--- config.mk ---
export PLATFORM = sky130hd
export DESIGN_NAME = rpc_frame_deframer
export DESIGN_NICKNAME = d
export VERILOG_FILES = /design/src/sv/rpcfd_pkg.sv /design/src/sv/rpcfd_parse.sv /design/src/sv/rpc_frame_deframer.sv
export SDC_FILE = /design/constraint.sdc
export NUM_CORES = 1
export LEC_CHECK = 0
export ABC_CLOCK_PERIOD_IN_PS = 12600
export BUFFER_PORTS_ARGS = -buffer_cell sky130_fd_sc_hd__buf_2
export CORE_MARGIN = 2
export CORE_UTILIZATION = 56
export CTS_BUF_LIST = sky130_fd_sc_hd__clkbuf_2
export CTS_CLUSTER_SIZE = 25
export DETAILED_ROUTE_END_ITERATION = 8
export GPL_TIMING_DRIVEN = 0
export PLACE_DENSITY = 0.79
export SYNTH_ARGS = -nofsm -noshare
export SYNTH_HDL_FRONTEND = slang
export SYNTH_SLANG_ARGS = --single-unit
--- constraint.sdc ---
create_clock -name i_clk -period 12.6 [get_ports i_clk]
set_input_delay 1.89 -clock i_clk [delete_from_list [all_inputs] [get_ports i_clk]]
set_output_delay 1.89 -clock i_clk [all_outputs]
set_load 0.02 [all_outputs]
--- src/sv/rpcfd_pkg.sv ---
// rpcfd_pkg: shared types and constants for the rpc frame deframer
// used by rpcfd_parse and rpc_frame_deframer, no dependencies
package rpcfd_pkg;

    localparam int unsigned BYTE_W   = 8;
    localparam int unsigned WORD_W   = 32;
    localparam int unsigned KIND_W   = 4;
    // signed room for package length minus three string lengths
    localparam int unsigned BUDGET_W = 36;
    // fixed header bytes outside the strings and payload: 2 + 24
    localparam logic [BUDGET_W-1:0] HDR_OVERHEAD = BUDGET_W'(26);

    localparam logic [BYTE_W-1:0] START_FLAG_RST = 8'd2;
    localparam logic [BYTE_W-1:0] END_FLAG_RST   = 8'd3;

    typedef enum logic [0:0] {
        REG_START_FLAG = 1'b0,
        REG_END_FLAG   = 1'b1
    } t_reg_idx;

    typedef enum logic [11:0] {
        PH_SEARCH  = 12'b0000_0000_0001,
        PH_PKGLEN  = 12'b0000_0000_0010,
        PH_IDLEN   = 12'b0000_0000_0100,
        PH_ID      = 12'b0000_0000_1000,
        PH_METHLEN = 12'b0000_0001_0000,
        PH_METH    = 12'b0000_0010_0000,
        PH_ERRCODE = 12'b0000_0100_0000,
        PH_ERRLEN  = 12'b0000_1000_0000,
        PH_ERRMSG  = 12'b0001_0000_0000,
        PH_PAYLOAD = 12'b0010_0000_0000,
        PH_CKSUM   = 12'b0100_0000_0000,
        PH_END     = 12'b1000_0000_0000
    } t_phase;

    typedef enum logic [KIND_W-1:0] {
        K_PKGLEN  = 4'd0,
        K_ID      = 4'd1,
        K_METHOD  = 4'd2,
        K_ERRCODE = 4'd3,
        K_ERRMSG  = 4'd4,
        K_PAYLOAD = 4'd5,
        K_CKSUM   = 4'd6,
        K_DONE    = 4'd7,
        K_DROPPED = 4'd8
    } t_kind;

    typedef struct packed {
        logic              valid;
        t_kind             kind;
        logic [WORD_W-1:0] value;
        logic              last;
        logic              bad;
    } t_result;

endpackage

--- src/sv/rpcfd_parse.sv ---
// rpcfd_parse: frame parsing state and the per-beat next-state logic
// depends on rpcfd_pkg; result is combinational, registered by the top level
module rpcfd_parse (
    input  logic                         i_clk,
    input  logic                         i_rst_n,
    input  logic                         i_accept,
    input  logic [rpcfd_pkg::BYTE_W-1:0] i_data_byte,
    input  logic [rpcfd_pkg::BYTE_W-1:0] i_start_flag,
    input  logic [rpcfd_pkg::BYTE_W-1:0] i_end_flag,
    output rpcfd_pkg::t_result           o_result
);
    import rpcfd_pkg::*;

    t_phase              r_phase, n_phase;
    logic [1:0]          r_cnt, n_cnt;
    logic [23:0]         r_word, n_word;
    logic [BUDGET_W-1:0] r_budget, n_budget;
    logic [WORD_W-1:0]   r_rem, n_rem;
    logic                r_len_err, n_len_err;

    logic [WORD_W-1:0]   w;
    logic                word_done;
    logic [BUDGET_W-1:0] budget_less_w;
    logic [BUDGET_W-1:0] pay_src;
    logic [WORD_W-1:0]   pay_rem;
    logic                pay_neg;
    t_phase              pay_phase;
    logic                last_byte;
    t_kind               body_kind;

    assign w             = {r_word, i_data_byte};
    assign word_done     = (r_cnt == 2'd3);
    assign budget_less_w = r_budget - {{(BUDGET_W-WORD_W){1'b0}}, w};
    assign last_byte     = (r_rem == WORD_W'(1));

    // payload length, from the error-length word or after the last message byte
    assign pay_src   = (r_phase == PH_ERRLEN) ? budget_less_w : r_budget;
    assign pay_neg   = pay_src[BUDGET_W-1];
    assign pay_rem   = pay_neg ? '0 : pay_src[WORD_W-1:0];
    assign pay_phase = (pay_rem != '0) ? PH_PAYLOAD : PH_CKSUM;

    always_comb begin
        unique case (r_phase)
            PH_ID:   body_kind = K_ID;
            PH_METH: body_kind = K_METHOD;
            PH_ERRMSG: body_kind = K_ERRMSG;
            default: body_kind = K_PAYLOAD;
        endcase
    end

    always_comb begin
        n_phase   = r_phase;
        n_cnt     = r_cnt;
        n_word    = r_word;
        n_budget  = r_budget;
        n_rem     = r_rem;
        n_len_err = r_len_err;
        o_result  = '{valid: 1'b0, kind: K_PKGLEN, value: '0, last: 1'b0, bad: 1'b0};

        unique case (r_phase)
            PH_PKGLEN, PH_IDLEN, PH_METHLEN, PH_ERRCODE, PH_ERRLEN, PH_CKSUM: begin
                if (!word_done) begin
                    n_cnt  = r_cnt + 2'd1;
                    n_word = w[23:0];
                end else begin
                    n_cnt  = '0;
                    n_word = '0;
                    unique case (r_phase)
                        PH_PKGLEN: begin
                            n_budget = {{(BUDGET_W-WORD_W){1'b0}}, w} - HDR_OVERHEAD;
                            n_phase  = PH_IDLEN;
                            o_result = '{valid: 1'b1, kind: K_PKGLEN, value: w,
                                         last: 1'b0, bad: 1'b0};
                        end
                        PH_IDLEN: begin
                            n_budget = budget_less_w;
                            n_rem    = w;
                            n_phase  = (w != '0) ? PH_ID : PH_METHLEN;
                        end
                        PH_METHLEN: begin
                            n_budget = budget_less_w;
                            n_rem    = w;
                            n_phase  = (w != '0) ? PH_METH : PH_ERRCODE;
                        end
                        PH_ERRCODE: begin
                            n_phase  = PH_ERRLEN;
                            o_result = '{valid: 1'b1, kind: K_ERRCODE, value: w,
                                         last: 1'b0, bad: 1'b0};
                        end
                        PH_ERRLEN: begin
                            n_budget = budget_less_w;
                            if (w != '0) begin
                                n_rem   = w;
                                n_phase = PH_ERRMSG;
                            end else begin
                                n_rem   = pay_rem;
                                n_phase = pay_phase;
                                if (pay_neg) begin
                                    n_len_err = 1'b1;
                                end
                            end
                        end
                        default: begin
                            n_phase  = PH_END;
                            o_result = '{valid: 1'b1, kind: K_CKSUM, value: w,
                                         last: 1'b0, bad: 1'b0};
                        end
                    endcase
                end
            end
            PH_ID, PH_METH, PH_ERRMSG, PH_PAYLOAD: begin
                n_rem    = r_rem - WORD_W'(1);
                o_result = '{valid: 1'b1, kind: body_kind,
                             value: {{(WORD_W-BYTE_W){1'b0}}, i_data_byte},
                             last: last_byte, bad: 1'b0};
                if (last_byte) begin
                    unique case (r_phase)
                        PH_ID:   n_phase = PH_METHLEN;
                        PH_METH: n_phase = PH_ERRCODE;
                        PH_ERRMSG: begin
                            n_rem   = pay_rem;
                            n_phase = pay_phase;
                            if (pay_neg) begin
                                n_len_err = 1'b1;
                            end
                        end
                        default: n_phase = PH_CKSUM;
                    endcase
                end
            end
            PH_END: begin
                n_phase  = PH_SEARCH;
                o_result = '{valid: 1'b1,
                             kind: (i_data_byte == i_end_flag) ? K_DONE : K_DROPPED,
                             value: '0, last: 1'b0, bad: r_len_err};
            end
            default: begin
                // hunting, also taken by any stray phase code
                if (i_data_byte == i_start_flag) begin
                    n_phase   = PH_PKGLEN;
                    n_cnt     = '0;
                    n_word    = '0;
                    n_budget  = '0;
                    n_rem     = '0;
                    n_len_err = 1'b0;
                end else begin
                    n_phase = PH_SEARCH;
                end
            end
        endcase
    end

    always_ff @(posedge i_clk) begin
        if (!i_rst_n) begin
            r_phase   <= PH_SEARCH;
            r_cnt     <= '0;
            r_word    <= '0;
            r_budget  <= '0;
            r_rem     <= '0;
            r_len_err <= 1'b0;
        end else if (i_accept) begin
            r_phase   <= n_phase;
            r_cnt     <= n_cnt;
            r_word    <= n_word;
            r_budget  <= n_budget;
            r_rem     <= n_rem;
            r_len_err <= n_len_err;
        end
    end

endmodule

--- src/sv/rpc_frame_deframer.sv ---
// rpc_frame_deframer: top level, flag registers and the result register
// depends on rpcfd_pkg and rpcfd_parse
//
// Usage: bytes of the stream enter on the input channel (i_in_valid,
// o_in_stall, i_data_byte), one beat per byte. The block hunts for the start
// flag, then walks the frame: package length, message id, method name, error
// code, error message, payload, checksum and end flag. Each byte yields zero
// or one result beat on the output channel (o_out_valid, i_out_stall): word
// fields come out whole, string and payload bytes one per beat, and the end
// byte gives done or dropped. A byte is accepted every cycle while o_in_stall
// is low; its result, if any, is registered at the accepting edge. The result
// register is the only buffer: while a result waits under i_out_stall,
// o_in_stall is high, and a byte is taken in the same cycle the waiting result
// is taken. Reset is synchronous and clears the parser to hunting and the flags
// to 2 (start) and 3 (end). Flags are written through i_cfg_we / i_cfg_index /
// i_cfg_data, by the user only while the block is idle; the block does not enforce it.
module rpc_frame_deframer (
    input  logic                         i_clk,
    input  logic                         i_rst_n,
    input  logic                         i_in_valid,
    output logic                         o_in_stall,
    input  logic [rpcfd_pkg::BYTE_W-1:0] i_data_byte,
    output logic                         o_out_valid,
    input  logic                         i_out_stall,
    output logic [rpcfd_pkg::KIND_W-1:0] o_kind,
    output logic [rpcfd_pkg::WORD_W-1:0] o_value,
    output logic                         o_last_in_section,
    output logic                         o_bad_length,
    input  logic                         i_cfg_we,
    input  logic [0:0]                   i_cfg_index,
    input  logic [rpcfd_pkg::BYTE_W-1:0] i_cfg_data
);
    import rpcfd_pkg::*;

    logic [BYTE_W-1:0] r_start_flag;
    logic [BYTE_W-1:0] r_end_flag;
    logic              r_out_valid;
    t_kind             r_kind;
    logic [WORD_W-1:0] r_value;
    logic              r_last;
    logic              r_bad;

    logic    in_accept;
    logic    out_free;
    t_result result;

    assign out_free   = !r_out_valid || !i_out_stall;
    assign o_in_stall = !out_free;
    assign in_accept  = i_in_valid && out_free;

    rpcfd_parse u_parse (
        .i_clk        (i_clk),
        .i_rst_n      (i_rst_n),
        .i_accept     (in_accept),
        .i_data_byte  (i_data_byte),
        .i_start_flag (r_start_flag),
        .i_end_flag   (r_end_flag),
        .o_result     (result)
    );

    always_ff @(posedge i_clk) begin
        if (!i_rst_n) begin
            r_start_flag <= START_FLAG_RST;
            r_end_flag   <= END_FLAG_RST;
        end else if (i_cfg_we) begin
            unique case (t_reg_idx'(i_cfg_index))
                REG_START_FLAG: r_start_flag <= i_cfg_data;
                REG_END_FLAG:   r_end_flag   <= i_cfg_data;
                default: ;
            endcase
        end
    end

    always_ff @(posedge i_clk) begin
        if (!i_rst_n) begin
            r_out_valid <= 1'b0;
        end else if (out_free) begin
            r_out_valid <= in_accept && result.valid;
        end
    end

    always_ff @(posedge i_clk) begin
        if (out_free && in_accept && result.valid) begin
            r_kind  <= result.kind;
            r_value <= result.value;
            r_last  <= result.last;
            r_bad   <= result.bad;
        end
    end

    assign o_out_valid       = r_out_valid;
    assign o_kind            = r_kind;
    assign o_value           = r_value;
    assign o_last_in_section = r_last;
    assign o_bad_length      = r_bad;

endmodule

==> results, run 1 <==
- The share of power burned in combinational logic is 18.6%.
- The number of top-level pins is 62.
- Clock skew on the completed layout was measured at 0.0722 ns.
- The iteration count of the initial detailed-routing pass is 8.
- The clock latency on the worst-skew pair is ~0.81 ns.
- The register area share after synthesis is 32.6%.
- The routed length per instance is approximately 23 µm.
- TritonCTS built the clock tree.
- The origin of the worst setup path is i_data_byte[3].
- The gate count of the mapped netlist is 1450.
- The worst register-to-register path has a setup slack of approximately 7.6 ns.
- The net count after synthesis is 1509.
- The met3 wire length is 4630 µm.
- The relative contribution of the clock network to total power is approximately 30%.
- In this run, the number of DRC markers left after iteration 0 of detailed routing was 1570.
- Setup violations remaining at the end of the flow were counted as 0.
- The via count of the first global-routing pass is around 11k.
- The largest fanout on the critical path is 10.
- Detailed placement finished with a half-perimeter wire length of about 30000 µm.
- The start-to-end type of the worst setup path is input pin to flip-flop.
- After routing, the total negative slack on setup checks comes to 0 ns.
- After synthesis, the share of flip-flops with an asynchronous set or reset is 0%.
- The standby leakage power is 4.67 nW.
- The number of cells on the worst hold path is 2.
- The first global-routing pass estimated around 63000 µm of wire.
- In the layout the commonest cells are sky130_fd_sc_hd__nand2_1, sky130_fd_sc_hd__a21oi_1, sky130_fd_sc_hd__nor2_1.
- For this run the aggregate overflow at the end of global routing stands at 0.
- The last element of the critical path is u_parse.r_rem[22].
- The number of storage elements in the synthesis netlist is approximately 160.
- The startpoint class of the critical path is an input pin.
- The number of nets in the finished design is approximately 1.6k.
- The area of the die is 21000 µm².
- The chip width is 145 µm.
- The depth of the worst register-to-register path is 14.
- The worst pin sits at a relative slew slack of between 20% and 30%.
- Counting along the longest clock path gives a buffer depth of 2.
- Together, buffers and inverters on the worst path number 3.
- The flow ran to the end, and the final reports show no timing, DRC or antenna violations.
- The fmax is 159 MHz.
- The critical path goes through clkbuf_1, inv_1, ha_1, and2_1, a221oi_1, a21oi_1, o2111ai_1, nand3_1, a311oi_1, xnor2_1, buf_2, nand2_1, a211o_1, a311oi_1.
- Across the VDD grid, the largest voltage drop is 0.0788 mV.
- The average cell area after synthesis is 7.67 µm².
- The number of max-capacitance violations reported is 0.
- Summed over all nets, the switching power comes to between 0.0003 and 0.0004 W.
- In this run the worst hold path is classified as flip-flop to flip-flop.
- The completed layout was analyzed and its total power is roughly 0.0010 W.
- The filler cells instantiated in the layout total 1758.
- The number of levels the H-tree was split into is 4.
- The worst flop-to-flop path endpoint is u_parse.r_rem[22].
- The initial antenna violation count came to 2.
- The post-route netlist has 9.29% of its cells at a drive strength greater than 1.
- The critical path's most frequent cell is sky130_fd_sc_hd__a311oi_1.
- Data on the critical path is required at its endpoint by 13.33 ns.
- The part of the power in registers is 52.1%.
- The distinct cell type count after synthesis is 81.
- Signal routing reaches up to met5.
- The kind of end point of the critical path is a flip-flop.
- The internal portion of the total power is 0.000685 W.
- For the worst setup path, the data arrival time is 7.01 ns.
- The largest single stage delay on the critical path is 0.68 ns.
- Setup repair after global routing left no endpoint under its margin.
- The cell type of the slowest stage on the worst timing path is sky130_fd_sc_hd__clkbuf_1.
- In the synthesized netlist the dominant register cell turns out to be sky130_fd_sc_hd__dfxtp_1.
- The power density of the placed cells is 86.9 nW/µm².
- The count of vias placed by the detailed router is roughly 12k.
- The area of the mapped netlist is 11100 µm².
- The count of buffers added by post-CTS timing repair for setup is 0.
- The overall track demand over capacity in global routing is roughly 39%.
- The final critical delay including setup and external delays is 6.28 ns.
- Counting tap cells, the placed design contains a total of around 1.8k instances.
- The initial utilization of the core area, before any placement, comes to 57.1%.
- Net switching is around 34% of the power.
- Counting flops with a built-in enable in the synthesized netlist gives 38.
- The core footprint is 19500 µm².
- The clock-pin slew reported for the worst setup and hold paths after clock tree synthesis is around 0.28 ns.
- The chip height is 145 µm.
- The total of hold buffers inserted after clock tree synthesis is 0.
- The slew of the pin with the lowest slew margin is 1.04 ns.
- The buffer cell driving the clock tree root is sky130_fd_sc_hd__clkbuf_2.
- The most common cell after layout, fill and taps aside is sky130_fd_sc_hd__nand2_1.
- The post-route DRC violation count is 0.
- The number of buffers inserted during clock tree synthesis is 17.
- The Yosys step of the flow raised 0 warnings.
- Leaving out filler cells and counting taps, the final layout contains 1805.
- The maximum number of pins on one net before global-route repair is 40.
- On the critical path the largest part of the delay comes from compound AO/OA/AOI/OAI gates.
- The final critical-path share of the clock period is 49.8%.
- The vias per cell is 6.58.
- Row generation in the floorplan step produced 51 rows.
- Gates resized during post-CTS repair numbered 0.
- The placer's final routability congestion estimate is 1.05.
- The number of port buffers is 57.
- After detailed routing, the total wire length is 41100 µm.
- The clock net in this run drives a total of about 160 sinks.
- Once detail routing completed, the nets flagged for antenna violations numbered 0.
- The wire length on met2 is ~18000 µm.
- The final count of hold timing violations is 0.
- The launching point of the worst reg2reg path is u_parse.r_word[0].
- The layout overhead on the synthesized area is 7.84%.
- The critical path runs through a total of 14 cells.
- The detailed router put a total of 16400 µm of wire on met1.
- The max-slew violation count is 0.
power by group through the flow:
stage | combinational, W | clock, W | sequential, W
after global placement | 0.000185 | 0 | 0.000552
after CTS | 0.000187 | 0.000303 | 0.000542
final | 0.000194 | 0.000306 | 0.000543
after global routing | 0.000209 | 0.000325 | 0.000544
after detailed placement | 0.000186 | 0 | 0.000552
after floorplan | 0.000133 | 0 | 0.000551
cell families (layout without fill, tap and decap cells):
kind of cell	count (synthesis)	in the layout	synth area share, %
xor+xnor	90	90	7.09
mux	16	16	1.47
buf+inv	143	232	5.27
simple gates	595	595	26.2
compound gates	407	407	23.1
fa+ha+maj	37	37	4.23
flops	162	162	32.6
other cells	0	1	0
worst min-delay path by stage:
stage                           start           endpoint  slack [ns]
floorplan           u_parse.r_len_err  u_parse.r_len_err        0.44
global placement      r_start_flag[4]    r_start_flag[4]        0.45
detailed placement    r_start_flag[6]    r_start_flag[6]        0.46
CTS                   r_start_flag[6]    r_start_flag[6]        0.49
global route            r_end_flag[3]      r_end_flag[3]        0.50
finish                  r_end_flag[3]      r_end_flag[3]        0.49
area by class of cell:
cell class / count / area [µm²] / share of cell area [%]
antenna: 1 / 2.50 / 0.0209
timing repair buffer: 57 / 285 / 2.38
sequential: 162 / 3620 / 30.2
tap: 265 / 332 / 2.76
multi-input combinational: 1145 / 6920 / 57.7
clock buffer: 17 / 85.1 / 0.709
clock inverter: 15 / 160 / 1.34
buffer: 91 / 390 / 3.25
inverter: 52 / 195 / 1.63
Yosys cell counts, drive strengths merged, types with 4 or more instances:
cell / n / area share, %
nand2: 204 / 7.1
a21oi: 130 / 5.9
nor2: 127 / 4.3
dfxtp: 124 / 22
o21ai: 99 / 4.5
clkbuf: 69 / 2.3
xnor2: 61 / 4.8
nand3: 55 / 2.5
inv: 52 / 1.8
nor3: 44 / 2.0
and2: 43 / 2.4
edfxtp: 38 / 10
ha: 36 / 4.0
xor2: 29 / 2.3
a22oi: 27 / 1.8
nor4: 27 / 1.7
buf: 22 / 1.2
a211oi: 18 / 1.2
o211ai: 17 / 1.1
a31oi: 15 / 0.84
a221oi: 14 / 1.1
nand4: 14 / 0.79
or4: 14 / 1.1
mux2i: 13 / 1.2
a21o: 12 / 0.81
nor2b: 12 / 0.67
or3: 12 / 0.67
nand2b: 11 / 0.62
o21a: 9 / 0.61
a21boi: 7 / 0.47
a32oi: 7 / 0.55
o22ai: 7 / 0.39
and3: 6 / 0.34
nand4b: 5 / 0.45
o2111ai: 5 / 0.39
a211o: 4 / 0.31
nor3b: 4 / 0.27
o31ai: 4 / 0.27
or2: 4 / 0.23
metal layers:
metal	track usage (%)	up-vias
met2	59.0	733
li1	-	5392
met5	0	-
met4	19.1	2
met3	8.87	188
met1	51.4	5564
registers in the layout, indices dropped and copies added (netlist names):
| signal | cells |
|---|---|
| u_parse.r_cnt | 2 |
| o_value | 32 |
| o_last_in_section | 1 |
| u_parse.r_budget | 36 |
| u_parse.r_rem | 32 |
| u_parse.r_len_err | 1 |
| u_parse.r_phase | 12 |
| r_start_flag | 8 |
| o_kind | 4 |
| r_end_flag | 8 |
| o_bad_length | 1 |
| u_parse.r_word | 24 |
| o_out_valid | 1 |
worst register-to-register path, delay by kind of cell, from the launching register on:
kind,cells,cell delay [ns]
AO/OA/AOI/OAI,7,2.13
flip-flops,1,0.37
buffers and inverters,3,1.13
adder cells (fa/ha/maj),1,0.41
AND/OR/NAND/NOR,2,0.42
XOR/XNOR,1,0.44
stage by stage:
stage | utilization, % | hold WS [ns] | worst slack [ns] | area, µm²
finish | 61.6 | 0.486 | 6.32 | 12000
global route | 61.6 | 0.500 | 6.20 | 12000
CTS | 61.6 | 0.491 | 6.66 | 12000
detailed placement | 60.4 | 0.462 | 5.84 | 11700
global placement | 60.3 | 0.455 | 5.87 | 11700
floorplan | - | 0.442 | 7.35 | 11100
(Power assumes the default switching activity.)
==> run 2, diff against run 1 <==
--- a/config.mk
+++ b/config.mk
@@ -5,7 +5,7 @@
 export SDC_FILE = /design/constraint.sdc
 export NUM_CORES = 1
 export LEC_CHECK = 0
-export ABC_CLOCK_PERIOD_IN_PS = 12600
+export ABC_CLOCK_PERIOD_IN_PS = 5400
 export BUFFER_PORTS_ARGS = -buffer_cell sky130_fd_sc_hd__buf_2
 export CORE_MARGIN = 2
 export CORE_UTILIZATION = 56
@@ -13,7 +13,7 @@
 export CTS_CLUSTER_SIZE = 25
 export DETAILED_ROUTE_END_ITERATION = 8
 export GPL_TIMING_DRIVEN = 0
-export PLACE_DENSITY = 0.79
+export PLACE_DENSITY = 0.82
 export SYNTH_ARGS = -nofsm -noshare
 export SYNTH_HDL_FRONTEND = slang
 export SYNTH_SLANG_ARGS = --single-unit
==> constraint.sdc (replaced) <==
create_clock -name i_clk -period 5.4 [get_ports i_clk]
set_input_delay 0.81 -clock i_clk [delete_from_list [all_inputs] [get_ports i_clk]]
set_output_delay 0.81 -clock i_clk [all_outputs]
set_load 0.02 [all_outputs]
==> run 2 against run 1 <==
Register-to-register slack worse by 7.1 ns. Sequential power increased by 130%. First-iteration DRC count down 16%. Combinational power increased by 130%. Clock power increased by 110%. Non-clock buffer count unchanged.
==> results, run 2 (same netlist as run 1, synthesis figures left out) <==
- The run finished with clean final reports.
- The total of endpoints with negative setup slack in the final report was 0 (unchanged).
- The standby leakage power is 4.59 nW (-1.7%).
- The iteration count of the initial detailed-routing pass was 8 (unchanged).
- The global-route wire length before repair is 62500 µm (-0.27%).
- The initial antenna violation count is 1 (-1).
- The share of power burned in combinational logic is 19.0% (+0.4 points).
- The area of the die is 21000 µm² (unchanged).
- The chip height is 145 µm (unchanged).
- The placer's final routability congestion estimate is 1.05 (-0.21%).
- The data arrival time at the worst-slack endpoint is 5.66 ns (-1.35 ns).
- The met1 layer usage reported by global route came to 49.8% (-1.6 points).
- The layer flagged by global routing as most heavily used is met2.
- The via count of the first global-routing pass is 11.1k (+1.6%).
- The class of the tightest hold or removal check is input pin to flip-flop.
- The final clock skew is 0.0447 ns (-0.0275 ns).
- The count of buffers added by post-CTS timing repair for setup is 0 (unchanged).
- The maximum resistive drop on vdd is 0.171 mV (+120%).
- The clock latency on the worst-skew pair is 0.82 ns (about the same).
- The power density of the placed cells is 197 nW/µm² (+130%).
- The number of buffer and inverter instances along the worst setup path is 3 (unchanged).
- The library cell used most frequently in the layout, excluding fill and tap cells, is sky130_fd_sc_hd__nand2_1.
- The number of top-level pins is 62 (unchanged).
- The largest fanout on the critical path was 10 (unchanged).
- The worst setup path is captured at a flip-flop.
- The post-CTS resize count came to 0 (unchanged).
- The clock-pin slew reported for the worst setup and hold paths after clock tree synthesis came to 0.27 ns (about the same).
- The total clock sinks is 162 (unchanged).
- The detailed-placement wirelength estimate is 31100 µm (+0.83%).
- The worst-case headroom to the max-slew limit came to 30.4% (+0.54 points).
- Counting flops per register, the top entry is u_parse.r_budget.
- STA classifies the critical path startpoint as an input pin.
- The maximum number of buffers from clock root to sink is 2 (unchanged).
- The buffer cell driving the clock tree root is sky130_fd_sc_hd__clkbuf_2.
- The vias per cell is 6.59 (+0.13%).
- The total wire length is 41200 µm (+0.18%).
- The worst path setup slack after routing came to 0.484 ns (-5.84 ns).
- The part of the power in registers is 53.7% (+1.6 points).
- The CTS tree is built.
- The final standard cell area without fillers is 12000 µm² (-0.29%).
- The met3 demand-to-capacity share in global routing was 8.46% (-0.41 points).
- The worst setup slack for register-to-register paths is 0.49 ns (-7.15 ns).
- The net switching power is 0.000810 W (+130%).
- The routed length per instance came to 22.8 µm (+0.18%).
- The critical path's top delay family is compound AO/OA/AOI/OAI gates.
- The count of vias placed by the detailed router came to 11.9k (+0.13%).
- The final count of hold timing violations came to 0 (unchanged).
- Traced cell by cell, the critical path runs through clkbuf_1, inv_1, ha_1, and2_1, a221oi_1, a21oi_1, o2111ai_1, nand3_1, a311oi_1, xnor2_1, buf_2, nand2_1, a211o_1, a311oi_1.
- The delay of the slowest cell on the worst path is 0.61 ns (-0.07 ns).
- The area growth from synthesis to layout is 7.53%.
- The overall track demand over capacity in global routing came to 38.4% (-0.18 points).
- For this design, the slowest cell found on the critical path is sky130_fd_sc_hd__clkbuf_1.
- The leftover overflow at the end of global routing is 0 (unchanged).
- The number of DRC markers in iteration 0 is 1325 (-16%).
- By instance count, the cell type seen most on the critical path is sky130_fd_sc_hd__a311oi_1.
- The relative contribution of the clock network to total power was 27.4% (-2.0 points).
- The start-to-end type of the worst setup path is input pin to flip-flop.
- The number of antenna-violating nets in the routed design is 0 (unchanged).
- The number of buffers inserted during clock tree synthesis came to 17 (unchanged).
- The total of hold buffers inserted after clock tree synthesis is 0 (unchanged).
- The final design utilization is 61.4% (-0.18 points).
- The fraction of power spent switching nets is 34.3% (+0.10 points).
- The top cell types in the final layout, fill and taps aside, are sky130_fd_sc_hd__nand2_1, sky130_fd_sc_hd__a21oi_1, sky130_fd_sc_hd__nor2_1.
- The number of port buffers came to 57 (unchanged).
- The slew of the pin with the lowest slew margin is 1.03 ns (-0.00804 ns).
- The post-route DRC violation count is 0 (unchanged).
- The max-slew violation count is 0 (unchanged).
- The maximum number of pins on one net before global-route repair is 40 (unchanged).
- The internal power summed over all cells is 0.00155 W (+130%).
- The required time of the critical path came to 6.15 ns (-7.18 ns).
- Dividing the final minimum period by the clock period gives between 90% and 100%.
- The floorplan row count came to 51 (unchanged).
- The final critical delay including setup and external delays is 4.92 ns.
- The number of levels the H-tree was split into is 4 (unchanged).
- The setup slack at placement is -0.182 ns (-6.03 ns).
- The final standard cell count with taps included and fillers excluded was 1805 (unchanged).
- The aggregate negative setup slack was 0 ns (unchanged).
- The effective utilization at floorplan came to 57.1% (unchanged).
- Setup repair after global routing left no endpoint under its margin.
- The flip-flop count of the largest register after layout is 36 (unchanged).
- The met2 layer usage reported by global route was 59.2% (+0.21 points).
- The fraction of layout cells with a size suffix above 1 was 9.36% (+0.065 points).
- The number of max-capacitance violations reported is 0 (unchanged).
- The number of placed instances, taps included is 1772 (unchanged).
- The cell area after placement is 11700 µm² (about the same).
- The chip width is 145 µm (unchanged).
- The core footprint is 19500 µm² (unchanged).
- The number of nets in the finished design is 1585 (unchanged).
- The fmax is 203 MHz.
## run 2: per-stage QoR
stage	power (W)	hold slack (ns)
4_1_cts	0.00234	0.194
6_report	0.00236	0.196
5_1_grt	0.00244	0.156
2_1_floorplan	0.00160	0.442
3_5_place_dp	0.00172	0.459
3_3_place_gp	0.00172	0.454
## run 2: worst paths after layout
check	startpoint	to	cells past startpoint
max	i_data_byte[3]	u_parse.r_rem[22]	14
min	i_cfg_data[0]	r_start_flag[0]	3
max reg2reg	u_parse.r_budget[0]	u_parse.r_phase[9]	15
min reg2reg	r_start_flag[3]	r_start_flag[3]	2
## run 2: cell type report
| cell class | count | area [µm²] |
|---|---|---|
| fill | 1785 | 7500 |
| multi-input combinational | 1145 | 6920 |
| sequential | 162 | 3620 |
| buffer | 91 | 390 |
| tap | 265 | 332 |
| timing repair buffer | 57 | 285 |
| inverter | 52 | 195 |
| clock inverter | 13 | 115 |
| clock buffer | 19 | 95.1 |
| antenna | 1 | 2.50 |
## run 2: power groups by stage
stage          combinational, W  sequential (W)  clock (W)
3_5_place_dp           0.000433         0.00129          0
6_report               0.000447         0.00127   0.000646
3_3_place_gp           0.000429         0.00129          0
2_1_floorplan          0.000310         0.00128          0
4_1_cts                0.000435         0.00126   0.000637
5_1_grt                0.000483         0.00127   0.000690
## run 2: metal layers
layer  share of wire, %  vias to the layer above  routed length [µm]
met2                 43                      745               17800
met5                  0                        -                   0
li1                   -                     5389                   -
met4                6.1                        0                2530
met1                 40                     5563               16300
met3                 11                      197                4500
## run 2: worst min-delay path: stages
cell and delay (ns):
sky130_fd_sc_hd__buf_2 0.11, sky130_fd_sc_hd__nand2_1 0.05, sky130_fd_sc_hd__a21oi_1 0.05
